### config.mk
export PLATFORM = sky130hd
export DESIGN_NAME = bc_texture_block_decoder
export DESIGN_NICKNAME = d
export VERILOG_FILES = /design/src/design/bctd_pkg.sv /design/src/design/bc_texture_block_decoder.sv
export SDC_FILE = /design/constraint.sdc
export NUM_CORES = 1
export LEC_CHECK = 0
export ABC_CLOCK_PERIOD_IN_PS = 14980
export BUFFER_PORTS_ARGS = -buffer_cell sky130_fd_sc_hd__buf_2
export CELL_PAD_IN_SITES_DETAIL_PLACEMENT = 1
export CELL_PAD_IN_SITES_GLOBAL_PLACEMENT = 2
export CORE_AREA = 2 2 181 361
export DETAILED_ROUTE_END_ITERATION = 12
export DIE_AREA = 0 0 183 363
export GPL_ROUTABILITY_DRIVEN = 1
export PLACE_DENSITY_LB_ADDON = 0.1
export SETUP_SLACK_MARGIN = 0.2
export SYNTH_ARGS = -nofsm -noshare
export SYNTH_HDL_FRONTEND = slang
export SYNTH_SLANG_ARGS = --single-unit
### constraint.sdc
create_clock -name i_clk -period 14.98 [get_ports i_clk]
set_clock_uncertainty 0.2 [all_clocks]
set_input_delay 0.749 -clock i_clk [delete_from_list [all_inputs] [get_ports i_clk]]
set_output_delay 0.749 -clock i_clk [all_outputs]
set_load 0.005 [all_outputs]
### src/design/bctd_pkg.sv
// Shared types, constants and arithmetic helpers for the texture block decoder.
package bctd_pkg;

    localparam int InDataW   = 128;   // color_end0, color_end1, color_indices, alpha_data
    localparam int OutDataW  = 40;    // red, green, blue, alpha, texel_pos, zero fill
    localparam int FmtW      = 2;
    localparam int Texels    = 16;
    localparam int PosW      = 4;

    // Reciprocals for constant division: floor(n * M >> k) == floor(n / d).
    localparam logic [15:0] Recip124 = 16'd33826;   // k = 22, n < 2^15
    localparam logic [16:0] Recip252 = 17'd66577;   // k = 24, n < 2^16
    localparam logic [12:0] Recip14  = 13'd4682;    // k = 16, n < 2^12
    localparam logic [12:0] Recip10  = 13'd6554;    // k = 16, n < 2^12

    typedef enum logic [FmtW-1:0] {
        FMT_DXT1 = 2'd0,
        FMT_DXT3 = 2'd1,
        FMT_DXT5 = 2'd2
    } t_fmt;

    typedef enum logic [1:0] {
        PAL_END0 = 2'd0,
        PAL_END1 = 2'd1,
        PAL_MIX1 = 2'd2,
        PAL_MIX2 = 2'd3
    } t_pal;

    // Palette entry as a sum s such that the channel value is round(s * 85 / D),
    // D = 62 for 5-bit and 126 for 6-bit channels.
    function automatic logic [8:0] pal_sum(input logic [5:0] e0, input logic [5:0] e1,
                                           input logic [1:0] ci, input logic four);
        logic [8:0] s;
        case (t_pal'(ci))
            PAL_END0: s = 9'(e0) * 9'd6;
            PAL_END1: s = 9'(e1) * 9'd6;
            PAL_MIX1: s = four ? (9'(e0) * 9'd4 + 9'(e1) * 9'd2)
                               : (9'(e0) * 9'd3 + 9'(e1) * 9'd3);
            default:  s = four ? (9'(e0) * 9'd2 + 9'(e1) * 9'd4) : 9'd0;
        endcase
        return s;
    endfunction

    // round(s * 85 / 62) for 5-bit channels, s <= 186
    function automatic logic [7:0] unorm5(input logic [8:0] s);
        logic [14:0] n;
        logic [30:0] p;
        n = 15'(s) * 15'd170 + 15'd62;
        p = 31'(n) * 31'(Recip124);
        return p[29:22];
    endfunction

    // round(s * 85 / 126) for 6-bit channels, s <= 378
    function automatic logic [7:0] unorm6(input logic [8:0] s);
        logic [15:0] n;
        logic [32:0] p;
        n = 16'(s) * 16'd170 + 16'd126;
        p = 33'(n) * 33'(Recip252);
        return p[31:24];
    endfunction

    // Interpolated alpha: entries 0/1 are the endpoints, eight-step ramp when
    // a0 > a1, else six-step ramp with fixed black and white at the top codes.
    function automatic logic [7:0] ramp_alpha(input logic [7:0] a0, input logic [7:0] a1,
                                              input logic [2:0] j);
        logic        eight;
        logic [3:0]  w0;
        logic [3:0]  w1;
        logic [10:0] n;
        logic [11:0] t;
        logic [24:0] p;
        logic [7:0]  q;
        eight = a0 > a1;
        w0    = eight ? (4'd8 - 4'(j)) : (4'd6 - 4'(j));
        w1    = 4'(j) - 4'd1;
        n     = 11'(w0) * 11'(a0) + 11'(w1) * 11'(a1);
        t     = {n, 1'b0} + (eight ? 12'd7 : 12'd5);
        p     = 25'(t) * 25'(eight ? Recip14 : Recip10);
        if (j == 3'd0) begin
            q = a0;
        end else if (j == 3'd1) begin
            q = a1;
        end else if (!eight && j == 3'd6) begin
            q = 8'd0;
        end else if (!eight && j == 3'd7) begin
            q = 8'd255;
        end else begin
            q = p[23:16];
        end
        return q;
    endfunction

endpackage

### src/design/bc_texture_block_decoder.sv
// Top level of the DXT1/DXT3/DXT5 texture block decoder.
// Takes one 128-bit compressed 4x4 block per input item and emits its sixteen
// texels in row-major order, one texel per output item, tlast on texel 15.
// The block sits in a holding register while a 4-bit texel counter walks it;
// each cycle the selected texel is decoded by short logic (palette select, one
// constant-reciprocal multiply per channel, alpha select) into the output
// register. The single output channel carries one texel per cycle while not stalled;
// the next block is taken in the cycle its predecessor's last texel moves to the
// output register, so blocks stream with no gap. Output backpressure stalls the
// counter; nothing is dropped. The format register (0 DXT1, 1 DXT3, 2 DXT5, 3
// decodes as DXT1) is to be written by the user only while idle; the block itself
// does not enforce this.
module bc_texture_block_decoder (
    input  logic                          i_clk,
    input  logic                          i_rst_n,
    input  logic                          i_cfg_we,
    input  logic [bctd_pkg::FmtW-1:0]     i_cfg_wdata,      // block_format
    input  logic                          i_s_axis_tvalid,
    output logic                          o_s_axis_tready,
    // color_end0[15:0], color_end1[31:16], color_indices[63:32], alpha_data[127:64]
    input  logic [bctd_pkg::InDataW-1:0]  i_s_axis_tdata,
    output logic                          o_m_axis_tvalid,
    input  logic                          i_m_axis_tready,
    // red[7:0], green[15:8], blue[23:16], alpha[31:24], texel_pos[35:32], zero[39:36]
    output logic [bctd_pkg::OutDataW-1:0] o_m_axis_tdata,
    output logic                          o_m_axis_tlast    // last_texel
);
    import bctd_pkg::*;

    // control state
    t_fmt            r_fmt;
    logic            r_blk_valid;
    logic [PosW-1:0] r_cnt;
    logic            r_out_valid;

    // held block
    logic [15:0]     r_c0;
    logic [15:0]     r_c1;
    logic [31:0]     r_idx;
    logic [63:0]     r_adata;

    // output register
    logic [7:0]      r_red;
    logic [7:0]      r_green;
    logic [7:0]      r_blue;
    logic [7:0]      r_alpha;
    logic [PosW-1:0] r_pos;
    logic            r_last;

    logic            s_fire;
    logic            adv;
    logic            last_cnt;

    logic            is_dxt3;
    logic            is_dxt5;
    logic            four;
    logic [1:0]      ci;
    logic [3:0]      nib;
    logic [2:0]      aj;
    logic [8:0]      s_red;
    logic [8:0]      s_green;
    logic [8:0]      s_blue;
    logic [7:0]      n_red;
    logic [7:0]      n_green;
    logic [7:0]      n_blue;
    logic [7:0]      n_alpha;

    // Advance the counter whenever a texel can move into the output register.
    assign adv             = r_blk_valid && (!r_out_valid || i_m_axis_tready);
    assign last_cnt        = (r_cnt == PosW'(Texels - 1));
    assign o_s_axis_tready = !r_blk_valid || (adv && last_cnt);
    assign s_fire          = i_s_axis_tvalid && o_s_axis_tready;

    // Format decode; code 3 falls through to DXT1.
    always_comb begin
        is_dxt3 = 1'b0;
        is_dxt5 = 1'b0;
        unique case (r_fmt)
            FMT_DXT3: is_dxt3 = 1'b1;
            FMT_DXT5: is_dxt5 = 1'b1;
            default:  ;
        endcase
    end

    // Texel decode for the current counter position.
    assign four = is_dxt3 || is_dxt5 || (r_c0 > r_c1);
    assign ci   = r_idx[{r_cnt, 1'b0} +: 2];
    assign nib  = r_adata[{r_cnt, 2'b00} +: 4];
    assign aj   = r_adata[6'd16 + 6'(r_cnt) * 6'd3 +: 3];

    assign s_red   = pal_sum({1'b0, r_c0[15:11]}, {1'b0, r_c1[15:11]}, ci, four);
    assign s_green = pal_sum(r_c0[10:5], r_c1[10:5], ci, four);
    assign s_blue  = pal_sum({1'b0, r_c0[4:0]}, {1'b0, r_c1[4:0]}, ci, four);

    assign n_red   = unorm5(s_red);
    assign n_green = unorm6(s_green);
    assign n_blue  = unorm5(s_blue);

    always_comb begin
        if (is_dxt3) begin
            n_alpha = {nib, nib};
        end else if (is_dxt5) begin
            n_alpha = ramp_alpha(r_adata[7:0], r_adata[15:8], aj);
        end else begin
            // three-color mode: entry 3 is transparent black
            n_alpha = (!four && t_pal'(ci) == PAL_MIX2) ? 8'd0 : 8'd255;
        end
    end

    always_ff @(posedge i_clk) begin
        if (!i_rst_n) begin
            r_fmt       <= FMT_DXT1;
            r_blk_valid <= 1'b0;
            r_cnt       <= '0;
            r_out_valid <= 1'b0;
        end else begin
            if (i_cfg_we) begin
                r_fmt <= t_fmt'(i_cfg_wdata);
            end
            // hold the block until its last texel advances, then take the next
            if (s_fire) begin
                r_blk_valid <= 1'b1;
                r_cnt       <= '0;
            end else if (adv) begin
                r_cnt <= r_cnt + 1'b1;
                if (last_cnt) begin
                    r_blk_valid <= 1'b0;
                end
            end
            if (adv) begin
                r_out_valid <= 1'b1;
            end else if (i_m_axis_tready) begin
                r_out_valid <= 1'b0;
            end
        end
    end

    always_ff @(posedge i_clk) begin
        if (s_fire) begin
            r_c0    <= i_s_axis_tdata[15:0];
            r_c1    <= i_s_axis_tdata[31:16];
            r_idx   <= i_s_axis_tdata[63:32];
            r_adata <= i_s_axis_tdata[127:64];
        end
        if (adv) begin
            r_red   <= n_red;
            r_green <= n_green;
            r_blue  <= n_blue;
            r_alpha <= n_alpha;
            r_pos   <= r_cnt;
            r_last  <= last_cnt;
        end
    end

    assign o_m_axis_tvalid = r_out_valid;
    assign o_m_axis_tdata  = {4'b0000, r_pos, r_alpha, r_blue, r_green, r_red};
    assign o_m_axis_tlast  = r_last;

`ifndef ASSERT_OFF
    // a newly taken block starts at texel 0
    a_start: assert property (@(posedge i_clk) disable iff (!i_rst_n)
        s_fire |=> r_blk_valid && r_cnt == '0)
        else $error("block not started at texel 0");

    // a block is never released before its last texel
    a_hold: assert property (@(posedge i_clk) disable iff (!i_rst_n)
        adv && !last_cnt |=> r_blk_valid)
        else $error("block released early");

    // the output register shows the texel the counter pointed at
    a_pos: assert property (@(posedge i_clk) disable iff (!i_rst_n)
        adv |=> o_m_axis_tvalid && o_m_axis_tdata[35:32] == $past(r_cnt)
                && o_m_axis_tlast == ($past(r_cnt) == PosW'(Texels - 1)))
        else $error("texel position mismatch");
`endif

endmodule
* After elaboration in Yosys (flattened, before gate mapping) *
Cells that the tools add are included.

storage, ports and cells
  register bits = 173
  output and inout port bits = 43
  word-level logic and storage cells = 117

cells by class
  add/sub/neg operators = 19
  multiply operators = 22
  $lt $le $gt $ge = 2
  equality and inequality tests = 9
  shift-type cells = 3
  multiplexer cells = 26
  bitwise gates (word level) = 1
  reduce and logical (&&, ||, !) cells = 21

operators with widths
  cell                      number
  $mux W8                   11
  $shiftx A64 B7 Y3         1
  $shiftx A64 B7 Y4         1
  $mul A15 B15 Y29 const B  2
  $mul A5 B2 Y7 const B     8
  $pmux W8 S3               2
  $mul A16 B17 Y32 const B  1
  $mul A6 B2 Y8 const B     4
  $shiftx A32 B6 Y2         1
  $add A15 B6 Y15 const B   2
  $mul A9 B7 Y14 const B    2
  $pmux W9 S3               1
  $mul A12 B13 Y24          1
  $mul A4 B8 Y11            2
  $mux W9                   2
  $add A16 B7 Y16 const B   1
  $add A6 B7 Y8             2
  $add A7 B6 Y8             2
  $add A7 B7 Y8             2
  $gt A16 B16 Y1            1
  $mul A9 B7 Y15 const B    1
  $add A12 B3 Y12           1
  $mux W12                  1
  $add A11 B11 Y11          1
  27 further kinds          50

* Depth between registers and ports, before layout *
Gate-level depths: netlist of the first run.

  depth after elaboration = 15
  gate-level depth with buffers = 57
  depth with buffers taken out = 53

* Least setup slack after synthesis of the first run *
No wires, ideal clock.

  kind = register to register
  start point = reg r_cnt[2]
  end point = reg r_alpha[7], data pin
  setup time = 0.275 ns
  arrival time = 13.389 ns
  setup slack = 1.116 ns
  stages on the path, launching flop included = 52
  buffers on the path = 4
  cell sequence = dfxtp_1 -> clkbuf_1 -> clkinv_1 -> ha_1 -> inv_1 -> fa_1 -> clkinv_1 -> mux4_2 -> mux4_2 -> clkbuf_1 -> clkbuf_1 -> inv_1 -> ha_1 -> ha_1 -> clkbuf_1 -> mux2i_1 -> nor2b_1 -> fa_1 -> (+16 left out) -> ha_1 -> fa_1 -> inv_1 -> fa_1 -> fa_1 -> fa_1 -> inv_1 -> ha_1 -> nor2_1 -> nand3b_1 -> o2111ai_1 -> nand3_1 -> a31oi_1 -> o21bai_1 -> a21oi_1 -> xnor3_1 -> o21ai_1 -> a31oi_1

on the way
  longest elaborated chain between the ends = 15
  elaborated cells between the ends (all ways) = 29
  classes of those cells = add/sub (6); mul (4); eq/ne (4); shift (3); mux (8); reduce/logical (4)

RTL lines
  what                                            line                             RTL
  start, declared                                 bc_texture_block_decoder.sv:33   logic [PosW-1:0] r_cnt;
  start signal, assigned                          bc_texture_block_decoder.sv:125  r_cnt <= r_cnt + 1'b1;
  $mul A4 B2 Y6                                   bc_texture_block_decoder.sv:89   assign aj = r_adata[6'd16 + 6'(r_cnt) * 6'd3 +: 3];
  $add A5 B6 Y6                                   bc_texture_block_decoder.sv:89
  $shiftx A64 B7 Y3                               bc_texture_block_decoder.sv:89
  $sub A4 B3 Y4 or $sub A3 B3 Y4 (tied branches)  bctd_pkg.sv:74                   w0 = eight ? (4'd8 - 4'(j)) : (4'd6 - 4'(j));
  $mux W4                                         bctd_pkg.sv:74
  $mul A4 B8 Y11                                  bctd_pkg.sv:76                   n = 11'(w0) * 11'(a0) + 11'(w1) * 11'(a1);
  $add A11 B11 Y11                                bctd_pkg.sv:76
  $add A12 B3 Y12                                 bctd_pkg.sv:77                   t = {n, 1'b0} + (eight ? 12'd7 : 12'd5);
  $mul A12 B13 Y24                                bctd_pkg.sv:78                   p = 25'(t) * 25'(eight ? Recip14 : Recip10);
  $mux W8                                         bctd_pkg.sv:85                   end else if (!eight && j == 3'd7) begin
  $mux W8                                         bctd_pkg.sv:83                   end else if (!eight && j == 3'd6) begin
  $mux W8                                         bctd_pkg.sv:81                   end else if (j == 3'd1) begin
  $mux W8                                         bctd_pkg.sv:79                   if (j == 3'd0) begin
  $mux W8                                         bc_texture_block_decoder.sv:102  end else if (is_dxt5) begin
  $mux W8 *                                       bc_texture_block_decoder.sv:100  if (is_dxt3) begin
  via n_alpha[7]                                  bc_texture_block_decoder.sv:66   logic [7:0] n_alpha;
  end signal, assigned                            bc_texture_block_decoder.sv:149  r_alpha <= n_alpha;
  end, declared                                   bc_texture_block_decoder.sv:46   logic [7:0] r_alpha;

The timed path passes the listed nets; every way through them passes the cells marked *.
A chain may end at the register's enable or synchronous reset.

* Worst setup path after layout of the first run *
Ends and elaborated chain as after synthesis.

==> results.md, run 1 <==
- The count of buffers from port buffering is 173.
- The cell with the largest stage delay on the worst path is sky130_fd_sc_hd__fa_2.
- The post-synthesis cell area is 26490 um2.
- Fill cells in the final layout number 7098.
- The initial utilization of the core area, before any placement, comes to 0.4165.
- Before antenna repair, the detailed router went through 5 iterations.
- The shortest period the worst path allows is 13940 ps.
- The maximum cell stage delay along the critical path is 680 ps.
- The congestion estimate from routability-driven global placement came to 0.9142.
- The peak clock frequency supported by timing is 0.07171 GHz.
- The number of sinks driven by the clock tree is 173.
- The worst setup path is of the reg -> reg kind.
- The total area of multi-input combinational cells is 19830 um2.
- Among all flip-flop cells after synthesis, the most frequent one is sky130_fd_sc_hd__edfxtp_1.
- Setup violations remaining at the end of the flow were counted as 0.
- The average cell area after synthesis is 10.39 um2.
- The HPWL after detailed placement is 69890 um.
- In the final routed layout, each cell accounts on average for 23.09 um.
- The overall overflow remaining after global route is 0.
- In the synthesized netlist the async set-or-reset flop fraction comes to 0.
- The critical path endpoint category is a flop.
- The core region is 63600 um2.
- The number of routed nets with antenna violations is 0.
- In this run, synthesis inferred 165 flip-flops with an integrated enable.
- The reg-to-reg critical path startpoint is r_cnt[2]$_SDFFE_PP0P_.
- The count of max-cap constraint violations is 0.
- STA puts the critical path data required time at 15010 ps.
- The slew of the pin with the lowest slew margin is 1205 ps.
- Relative to the synthesized area, the layout overhead comes to 9.982%.
- The path class of the lowest-slack min-delay path is in -> reg.
- The synthesized flop and latch total is 173.
- For this run, the post-layout net count is 3655.
- In this run, CTS created clock tree buffers numbering 17.
- The sequential-to-total area share from yosys stat is 0.1931.
- Setup repair after global routing left no endpoint under its margin.
- The number of antenna violations at the first check in global routing is 7.
- The cell count after synthesis is 2549.
- The headroom to the max-slew limit is 0.1885.
- The wire length after detailed routing is 81880 um.
- After clock tree synthesis, the clock-pin slew on the worst setup and hold paths is 90 ps.
- Data on the critical path arrives at its endpoint at 13980 ps.
- The cell at the root of the clock tree is sky130_fd_sc_hd__clkbuf_16.
- Of the cells placed in the final design, the portion with a size suffix greater than 1 is 0.1261.
- In the final layout, flip-flops and latches occupy 5119 um2.
- The number of hold buffers added after cts is 0.
- TritonCTS built the clock tree.
- The final critical-path share of the clock period is 0.9309.
- Adding up every negative setup slack in the final design gives 0 ps.
- The netlist uses 72 different library cells.
- Clock latency on the worst-skew pair, taken at its later pin, is 510 ps.
- The via count is 19.88k.
- After detailed routing, the number of remaining DRC violations is 0.
- The die height is 363 um.
- The number of violations reported at the end of detailed-routing iteration 0 is 638.
- In this run the most critical hold path is launched from i_s_axis_tdata[10].
- The worst-path maximum fanout is 9.
- The flow ran to the end, and the final reports show no timing, DRC or antenna violations.
- Dividing the detail-routed via count by the number of cells gives 5.606.
- The count of final max-slew check failures is 0.
- In this run the number of H-tree levels came out at 4.
- The total count of hold-check failures in the final report came to 0.
- The number of global-route vias before repair is 22.88k.
- The site row count is 131.
- The floorplan step defined a die boundary enclosing 66430 um2.
- 178 I/O pins were placed.
- The horizontal die dimension is 183 um.
- STA classifies the critical path startpoint as a flop.
- The warning count from the yosys run is 0.
- The maximum number of pins on one net before global-route repair is 70.
- For this run, the total global-route usage over all layers was measured as 0.2566.
- The first global-routing pass estimated 127600 um of wire.
- The maximum buffer depth of the clock tree is 2.
- The launching element of the worst setup path is r_cnt[2]$_SDFFE_PP0P_.
[area by class of cell]
cell class              count  share of cell area
diodes                      4           0.0003436
clock buffers              17             0.01460
clock inverters            15            0.007345
inverters                 377             0.04884
multi-input cells        1957              0.6809
flip-flops and latches    173              0.1757
well taps                 798             0.03428
repair buffers            205             0.03797
[cell usage in the layout, fill, tap and decap left out, drive strengths merged, types with 39 or more instances in the layout]
cell type  instances
xor2              56
a21o              63
xnor2            111
a21oi            126
nor2             126
o21ai             85
nand2            104
fa               187
mux4              75
buf              205
inv              383
and2              41
edfxtp           165
ha               602
nor2b             49
nand3             39
[what timing repair did]
item / 4_1_cts / 5_1_grt
buffers inserted: 0 / 4
hold endpoints to repair: 0 / 0
gates resized for setup: 0 / 11
setup endpoints to repair: 0 / 7
[logic make-up (layout without fill, tap and decap cells)]
kind of cell	count (synthesis)	count (layout)	share of synthesized area
compound gates	423	423	0.1017
other cells	2	19	0.0002836
simple gates	463	463	0.08659
mux	98	98	0.07261
fa+ha+maj	789	789	0.4257
xor+xnor	169	169	0.05721
flops	173	173	0.1931
buf+inv	432	614	0.06278
[worst max-delay path: cells and delay by family (launching register included)]
family / cells / cell delay [ps]
buf+inv: 12 / 1280
compound gates: 10 / 1910
xor+xnor: 4 / 1190
mux: 5 / 1290
simple gates: 5 / 700
flops: 1 / 400
fa+ha+maj: 15 / 6680
[sequential cells by signal, summed over array words and instances, names as in the netlist]
name,flops
r_fmt,2
r_alpha,8
r_c0,16
r_green,8
r_c1,16
r_blue,8
r_adata,64
o_m_axis_tlast,1
r_red,8
r_idx,32
o_m_axis_tvalid,1
r_cnt,4
r_blk_valid,1
r_pos,4
[cell usage after synthesis, drive strengths merged, types with 3 or more instances]
cell | instances | share of area
a211o | 7 | 0.0023
or3 | 6 | 0.0014
o21bai | 6 | 0.0017
o21a | 14 | 0.0040
buf | 21 | 0.0045
o221ai | 5 | 0.0017
nand2b | 20 | 0.0047
o2111ai | 3 | 0.00099
o31ai | 7 | 0.0020
fa | 187 | 0.14
nor3b | 9 | 0.0027
clkinv | 3 | 0.00043
clkbuf | 34 | 0.0048
o22ai | 9 | 0.0021
nor2b | 49 | 0.012
o31a | 3 | 0.00099
edfxtp | 165 | 0.19
and4 | 4 | 0.0013
or2 | 10 | 0.0024
mux4 | 75 | 0.064
nand2 | 104 | 0.015
xor2 | 56 | 0.019
a21boi | 13 | 0.0037
a31oi | 21 | 0.0050
o21ai | 85 | 0.016
dfxtp | 8 | 0.0060
a21oi | 126 | 0.024
a21o | 63 | 0.018
nand4 | 17 | 0.0040
o311ai | 4 | 0.0013
and2 | 41 | 0.0098
nor2 | 126 | 0.018
xnor2 | 111 | 0.037
mux2 | 3 | 0.0013
ha | 602 | 0.28
mux2i | 20 | 0.0076
nor3 | 21 | 0.0040
o211ai | 19 | 0.0054
nand3b | 4 | 0.0011
and3 | 10 | 0.0024
inv | 374 | 0.053
a221o | 3 | 0.0011
a211oi | 12 | 0.0034
o311a | 3 | 0.0011
nand3 | 39 | 0.0076
[stage by stage]
step	std cells	hold slack, ps	utilization	worst slack, ps	cell area [um2]
floorplan	2562	248.4	-	1116	26530
global placement	3506	291.6	0.4463	743.0	28380
detailed placement	3506	321.8	0.4463	337.0	28380
CTS	3538	165.3	0.4563	296.7	29020
global route	3546	172.0	0.4580	190.5	29130
finish	3546	204.7	0.4580	1036	29130
[per-layer routing]
metal  vias up  share of wire  track usage  routed length (um)
li1       9315              -            -                   -
met1      9997           0.31       0.2232               25590
met2       397           0.61       0.5438               49660
met3       167          0.024      0.03055                1978
met4         2          0.057       0.1401                4639
met5         -        0.00016            0                  13
[path summary, 6_finish.rpt]
check / to / slack [ps] / cells after the start
max: r_alpha[7]$_DFFE_PP_ / 1040 / 51
min: r_c0[10]$_DFFE_PP_ / 200 / 1
max reg2reg: r_alpha[7]$_DFFE_PP_ / 1040 / 51
min reg2reg: o_m_axis_tvalid$_SDFFE_PN0P_ / 340 / 1
Power of run 1 is not shown: default switching activity piles up to over one toggle a cycle in this logic, so the estimate is an artifact.
==> run 2, diff against run 1 <==
--- a/config.mk
+++ b/config.mk
@@ -13,6 +13,7 @@
 export DETAILED_ROUTE_END_ITERATION = 12
 export DIE_AREA = 0 0 183 363
 export GPL_ROUTABILITY_DRIVEN = 1
+export MAX_ROUTING_LAYER = met4
 export PLACE_DENSITY_LB_ADDON = 0.1
 export SETUP_SLACK_MARGIN = 0.2
 export SYNTH_ARGS = -nofsm -noshare
==> run 2 against run 1 <==
Core utilization fell by 0.085 points. Largest cell class unchanged. Global-route usage increased by 1.0 points. Sequential cell count is the same. Highest routed layer is now met4. Critical path type unchanged. Wire length increased by 0.94%. Register-to-register slack worse by 70 ps.
==> results.md, run 2 (same netlist as run 1, synthesis figures left out) <==
- The count of final max-slew check failures was 0.
- The least setup slack across all paths after layout is 966.6 ps.
- The worst setup path is of the reg -> reg kind.
- After detailed routing, the number of remaining DRC violations is 0.
- The worst setup path is launched from a flop.
- In this run the worst path has a maximum fanout of 10.
- The shortest period the worst path allows is 14010 ps.
- The longest clock path from root to sink contains 2 buffers.
- The register with the most flip-flops in the layout has 64 of them.
- The endpoint identified for the worst register-to-register timing path is r_alpha[7]$_DFFE_PP_.
- For this block, the routed nets add up to 82650 um of wire.
- STA classifies the critical path endpoint as a flop.
- The via count is 19.95k.
- The slew of the pin with the lowest slew margin is 1280 ps.
- The initialized floorplan defines 131 standard-cell rows.
- The tree is rooted in a sky130_fd_sc_hd__clkbuf_16.
- The layout overhead on the synthesized area is 9.779%.
- The tool flagged a number of max-cap violations equal to 0.
- The detailed-router iteration count before antenna repair is 7.
- The first global-routing pass estimated 128200 um of wire.
- Setup repair after global routing left no endpoint under its margin.
- The number of I/O pins is 178.
- The run finished with clean final reports.
- The fraction of final layout cells with drive strength greater than 1 is 0.1246.
- The register-to-register path setup slack is 970 ps.
- The congestion estimate from routability-driven global placement came to 0.9087.
- The capture point of the worst path is r_alpha[7]$_DFFE_PP_.
- In the layout the commonest cells are 601 x sky130_fd_sc_hd__ha_1, 374 x sky130_fd_sc_hd__inv_1, 187 x sky130_fd_sc_hd__fa_1.
- The clock-pin slew on the worst setup and hold paths is 90 ps.
- For this configuration, the core starts out at a cell density of 0.4165.
- At the worst endpoint, the required time is 15030 ps.
- The number of sinks driven by the clock tree is 173.
- TritonCTS created 17 clock buffers.
- The most critical setup path has its startpoint at r_cnt[2]$_SDFFE_PP0P_.
- Setup violations remaining at the end of the flow were counted as 0.
- Static timing analysis puts the maximum clock frequency at 0.07136 GHz.
- The endpoint arrival time on the critical path is 14060 ps.
- The overall overflow remaining after global route is 0.
- The worst register-to-register path has a depth of 51.
- In the final routed layout, each cell accounts on average for 23.28 um.
- Once detail routing completed, the nets flagged for antenna violations numbered 0.
- In this run the worst hold path is classified as in -> reg.
- The critical path crosses 51 cells after its start point.
- The cell family contributing the most delay on the critical path is adder cells.
- At the placement stage, the worst setup path has a slack of 376.4 ps.
- The horizontal die dimension is 183 um.
- The register with the highest flop count is r_adata.
- The headroom to the max-slew limit is 0.1375.
- Hold repair after CTS inserted 0 buffers.
- The placed instances occupy a cell area of 28380 um2.
- The number of violations reported at the end of detailed-routing iteration 0 is 671.
- The number of antenna violations at the first check in global routing was 11.
- The most frequent standard cell in the layout excluding fill and tap cells is sky130_fd_sc_hd__ha_1.
- The count of buffers from port buffering is 173.
- Once layout is done, the placed cells without fillers occupy 29080 um2.
- The number of global-route vias before repair is 22.87k.
- The reg-to-reg critical path startpoint is r_cnt[2]$_SDFFE_PP0P_.
- The HPWL after detailed placement is 70810 um.
- The final critical-path share of the clock period is 0.9355.
- The routed via count divided by cell count is 5.618.
- The die footprint is 66430 um2.
- For this run, the post-layout net count is 3655.
- The largest registers in the layout are r_adata: 64 flops, r_idx: 32 flops.
- The total count of hold-check failures in the final report came to 0.
- The maximum cell stage delay along the critical path is 640 ps.
- TritonCTS built the clock tree.
- Entering global routing, the biggest net connects 70 pins.
- The global-route usage over all layers is 0.2668.
- For the final routed database, the setup TNS stands at 0 ps.
- The cell with the largest stage delay on the worst path is sky130_fd_sc_hd__fa_1.
- The die height is 363 um.
- The number of buffers and inverters on the critical path is 14.
- The later pin in the worst-skew pair is clocked with a latency of 520 ps.
- The H-tree depth reported by CTS is 4.
- The standard cell core area is 63600 um2.
[run 2: timing repair]
action / CTS / global route
buffers inserted: 0 / 4
endpoints found under the setup margin: 0 / 6
gates resized for setup: 0 / 8
[run 2: worst min path at each step]
stage,startpoint,end,slack (ps),cells after the start
2_1_floorplan,r_blk_valid$_SDFFE_PN0P_,o_m_axis_tvalid$_SDFFE_PN0P_,250,1
5_1_grt,i_s_axis_tdata[76],r_adata[12]$_DFFE_PP_,190,1
3_3_place_gp,r_blk_valid$_SDFFE_PN0P_,o_m_axis_tvalid$_SDFFE_PN0P_,290,1
4_1_cts,i_s_axis_tdata[10],r_c0[10]$_DFFE_PP_,160,1
6_report,i_s_axis_tdata[10],r_c0[10]$_DFFE_PP_,200,1
3_5_place_dp,r_blk_valid$_SDFFE_PN0P_,o_m_axis_tvalid$_SDFFE_PN0P_,300,1
[run 2: metrics by stage]
stage / hold WS [ps] / util / std cells
CTS: 161.3 / 0.4557 / 3538
detailed placement: 297.3 / 0.4463 / 3506
floorplan: 248.4 / - / 2562
global placement: 286.7 / 0.4463 / 3506
finish: 198.7 / 0.4572 / 3550
global route: 192.2 / 0.4572 / 3550
[run 2: final cells by class]
cell class,count,area [um2]
tap,798,998.5
multi-input combinational,1957,19810
inverter,377,1419
fill,7130,34520
sequential,173,5120
antenna,8,20.02
clock buffer,17,425.4
timing repair buffer,205,1106
clock inverter,15,173.9
[run 2: per-layer routing]
layer	GRT usage	part of all wire	up-vias
li1	-	-	9324
met1	0.2280	0.32	10050
met2	0.5490	0.61	408
met3	0.02434	0.022	161
met4	0.1457	0.053	0
met5	-	0	-
Power of run 2 is left out for the same reason.
==> run 3, diff against run 2 <==
--- a/config.mk
+++ b/config.mk
@@ -5,13 +5,14 @@
 export SDC_FILE = /design/constraint.sdc
 export NUM_CORES = 1
 export LEC_CHECK = 0
+export ABC_AREA = 1
 export ABC_CLOCK_PERIOD_IN_PS = 14980
 export BUFFER_PORTS_ARGS = -buffer_cell sky130_fd_sc_hd__buf_2
 export CELL_PAD_IN_SITES_DETAIL_PLACEMENT = 1
 export CELL_PAD_IN_SITES_GLOBAL_PLACEMENT = 2
-export CORE_AREA = 2 2 181 361
+export CORE_AREA = 2 2 193 384
 export DETAILED_ROUTE_END_ITERATION = 12
-export DIE_AREA = 0 0 183 363
+export DIE_AREA = 0 0 195 386
 export GPL_ROUTABILITY_DRIVEN = 1
 export MAX_ROUTING_LAYER = met4
 export PLACE_DENSITY_LB_ADDON = 0.1
==> run 3 against run 2 <==
Area after synthesis is 5.5% higher. Wire length rose by 15%. Final area rose by 4.7%. Non-clock buffer count shrank 16. Sequential cell count is the same. Worst setup slack better by 250 ps. Highest routed layer unchanged.
==> results.md, run 3 <==
- TritonCTS built the clock tree.
- Entering global routing, the biggest net connects 88 pins.
- The number of clock buffers inserted by TritonCTS is 17.
- The site row count is 140.
- The routability congestion estimate from global placement is 0.9023.
- Compared with the post-synthesis result, the final layout area differs by 8.963%.
- In the detailed route, the total length drawn on met3 is 1598 um.
- The number of global-route vias before repair is 27.53k.
- Of all flip-flops after synthesis, the portion carrying an async set or reset was 0.
- The destination of the worst register-to-register timing path is r_alpha[7]$_DFFE_PP_.
- Of all nets on the critical path, the largest fanout is 16.
- The top routing layer in use is met4.
- The global-route usage over all layers is 0.2672.
- The share of the synthesized area in the top cell type is 0.2697.
- The slew of the pin with the lowest slew margin is 924.0 ps.
- The number of sinks driven by the clock tree is 173.
- The count of max-cap constraint violations is 0.
- In the layout the commonest cells are 604 x sky130_fd_sc_hd__nand2_1, 602 x sky130_fd_sc_hd__ha_1, 560 x sky130_fd_sc_hd__inv_1.
- The number of nets in the final layout is 4479.
- By area the synthesized netlist is led by sky130_fd_sc_hd__ha_1 27%, sky130_fd_sc_hd__edfxtp_1 18%, sky130_fd_sc_hd__fa_1 13%, sky130_fd_sc_hd__nand2_1 8.1%, sky130_fd_sc_hd__inv_1 7.5%.
- The first global-routing pass estimated 148600 um of wire.
- The post-route DRC violation count is 0.
- The later pin in the worst-skew pair is clocked with a latency of 500 ps.
- Yosys printed 0 warnings.
- In the final routed layout, each cell accounts on average for 21.10 um.
- The synthesized design contains 173 register bits.
- The depth of the worst register-to-register path is 65.
- The sequential-to-total area share from yosys stat is 0.1831.
- The count of filler cells inserted in the layout is 8767.
- The starting density of the core is 0.3852.
- The cell at the root of the clock tree is sky130_fd_sc_hd__clkbuf_16.
- The launching element type of the critical path is a flop.
- Broken down by cell family, the worst path's largest delay share belongs to adder cells.
- The cell with the largest stage delay on the worst path is sky130_fd_sc_hd__fa_1.
- Buffers placed on the I/O ports in this run total 173.
- Clock-pin slew was measured on the worst setup and hold paths at 80 ps.
- The wire length after detailed routing is 94830 um.
- The critical path in this run is classified as reg -> reg.
- The startpoint identified for the worst register-to-register timing path is r_cnt[2]$_SDFFE_PP0P_.
- The critical path contains buffers and inverters numbering 14 combined.
- The fraction of final layout cells with drive strength greater than 1 is 0.08576.
- For this run the aggregate overflow at the end of global routing stands at 0.
- After synthesis, the netlist uses 60 different library cells.
- By count the netlist is led by 604 x sky130_fd_sc_hd__nand2_1, 602 x sky130_fd_sc_hd__ha_1, 561 x sky130_fd_sc_hd__inv_1.
- The register-to-register path setup slack is 1220 ps.
- The number of antenna violations at the first check in global routing is 4.
- STA classifies the critical path endpoint as a flop.
- The synthesized netlist occupies a cell area of 27930 um2.
- The library cell used most frequently in the layout, excluding fill and tap cells, is sky130_fd_sc_hd__nand2_1.
- Once placement completed, the tool counted placed cells totaling 4459.
- After the flow finishes, the layout carries non-filler instances totaling 4494.
- The number of I/O pins is 178.
- Among all flip-flop cells after synthesis, the most frequent one is sky130_fd_sc_hd__edfxtp_1.
- The number of setup buffers added after CTS is 0.
- The run finished with clean final reports.
- Counting stages on the worst path, the most repeated cell is sky130_fd_sc_hd__nand2_1.
- The register with the most flip-flops in the layout has 64 of them.
- The data required time of the critical path is 15020 ps.
- The final setup TNS is 0 ps.
- Of the available clock period, the critical path in the final layout requires 0.9187.
- The floorplan step defined a core boundary enclosing 72520 um2.
- The pre-antenna-repair detailed-routing pass consisted of 5 iterations.
- After detailed routing, the number of vias per cell comes to 5.344.
- The startpoint identified for the worst hold timing path is i_s_axis_tdata[6].
- The endpoint of the worst hold path is r_c0[6]$_DFFE_PP_.
- The cell count after synthesis came out at 3390.
- The number of hold buffers added after cts is 0.
- The average cell area after synthesis is 8.239 um2.
- The largest registers in the layout are r_adata: 64 flops, r_idx: 32 flops.
- From bottom edge to top edge, the die measures 386 um.
- The die covers 75270 um2.
- The headroom to the max-slew limit is 0.3840.
- The H-tree depth reported by CTS is 4.
- The peak clock frequency supported by timing is 0.07267 GHz.
- The number of routed nets with antenna violations is 0.
- The total count of hold-check failures in the final report is 0.
- The maximum cell stage delay along the critical path is 550 ps.
- The sum of routed wire segments on met1 is 31020 um.
- The number of violations reported at the end of detailed-routing iteration 0 is 797.
- Setup violations remaining at the end of the flow were counted as 0.
- The horizontal die dimension is 195 um.
- The critical path starts at r_cnt[2]$_SDFFE_PP0P_.
- The wire-length estimate of the detail-placed layout is 81830 um.
- Post-CTS repair changed the size of 0 cells.
- sky130_fd_sc_hd__nand2_1 is the most common cell in the netlist.
- Setup repair after global routing left no endpoint under its margin.
- Counting instances, the worst hold path has a depth of 1.
- The worst path needs 13760 ps of the cycle, external delays included.
- sky130_fd_sc_hd__ha_1 takes more of the synthesized area than any other cell.
- The routed design uses 56870 um of met2 wire.
- The final route contains 24.02k vias.
- Ranked by flip-flop count, first place goes to r_adata.
- The number of enable-type register cells in the synthesized netlist is 165.
- The count of final max-slew check failures came to 0.
- For the worst setup path, the data arrival time is 13800 ps.
- The maximum buffer depth of the clock tree is 2.
- The path class of the lowest-slack min-delay path is in -> reg.
run 3: how the worst max path moves through the flow:
stage	to	slack, ps	cells after the start
6_report	r_alpha[7]$_DFFE_PP_	1220	65
5_1_grt	r_alpha[7]$_DFFE_PP_	290	66
4_1_cts	r_alpha[6]$_DFFE_PP_	790	59
3_5_place_dp	r_alpha[6]$_DFFE_PP_	890	59
3_3_place_gp	r_alpha[6]$_DFFE_PP_	1220	61
2_1_floorplan	r_alpha[6]$_DFFE_PP_	2470	64
run 3: kinds of logic (layout without fill, tap and decap cells):
kind of cell / count (synthesis) / count (layout) / synth area share
buffers and inverters: 636 / 801 / 0.09026
AOI/OAI and AO/OA: 496 / 496 / 0.1024
adders and majority gates: 789 / 789 / 0.4037
DFF: 173 / 173 / 0.1831
other: 2 / 18 / 0.0002689
and+or+nand+nor: 1166 / 1166 / 0.1799
xor gates and xnor gates: 128 / 128 / 0.04040
run 3: worst reg2reg max path: cells and delay by family, from the launching register on:
kind	cells	cell delay [ps]
adder cells (fa/ha/maj)	15	6570
AND/OR/NAND/NOR	32	3670
buffers and inverters	14	1530
AO/OA/AOI/OAI	2	650
flip-flops	1	490
XOR/XNOR	2	410
run 3: cell type report:
type / instances / area, um2 / share of cell area
clock buffers: 17 / 425.4 / 0.01398
diodes: 3 / 7.507 / 0.0002467
repair buffers: 189 / 985.9 / 0.03239
clock inverters: 15 / 202.7 / 0.006660
well taps: 923 / 1155 / 0.03794
flip-flops and latches: 173 / 5116 / 0.1681
inverters: 580 / 2185 / 0.07178
multi-input cells: 2594 / 20360 / 0.6689
run 3: layer usage:
metal	vias to the layer above	GRT usage
li1	11580	-
met4	0	0.1433
met1	11840	0.2277
met5	-	-
met3	208	0.02130
met2	387	0.5591
run 3: through the flow:
stage / util / instance area (um2) / hold WS [ps] / setup WS, ps
after detailed placement: 0.4108 / 29790 / 268.3 / 891.1
after global routing: 0.4197 / 30440 / 197.0 / 292.9
after CTS: 0.4195 / 30420 / 174.4 / 792.9
final: 0.4197 / 30440 / 217.9 / 1218
after floorplan: - / 27980 / 247.1 / 2466
after global placement: 0.4108 / 29790 / 259.5 / 1219
Power of run 3 is left out for the same reason.
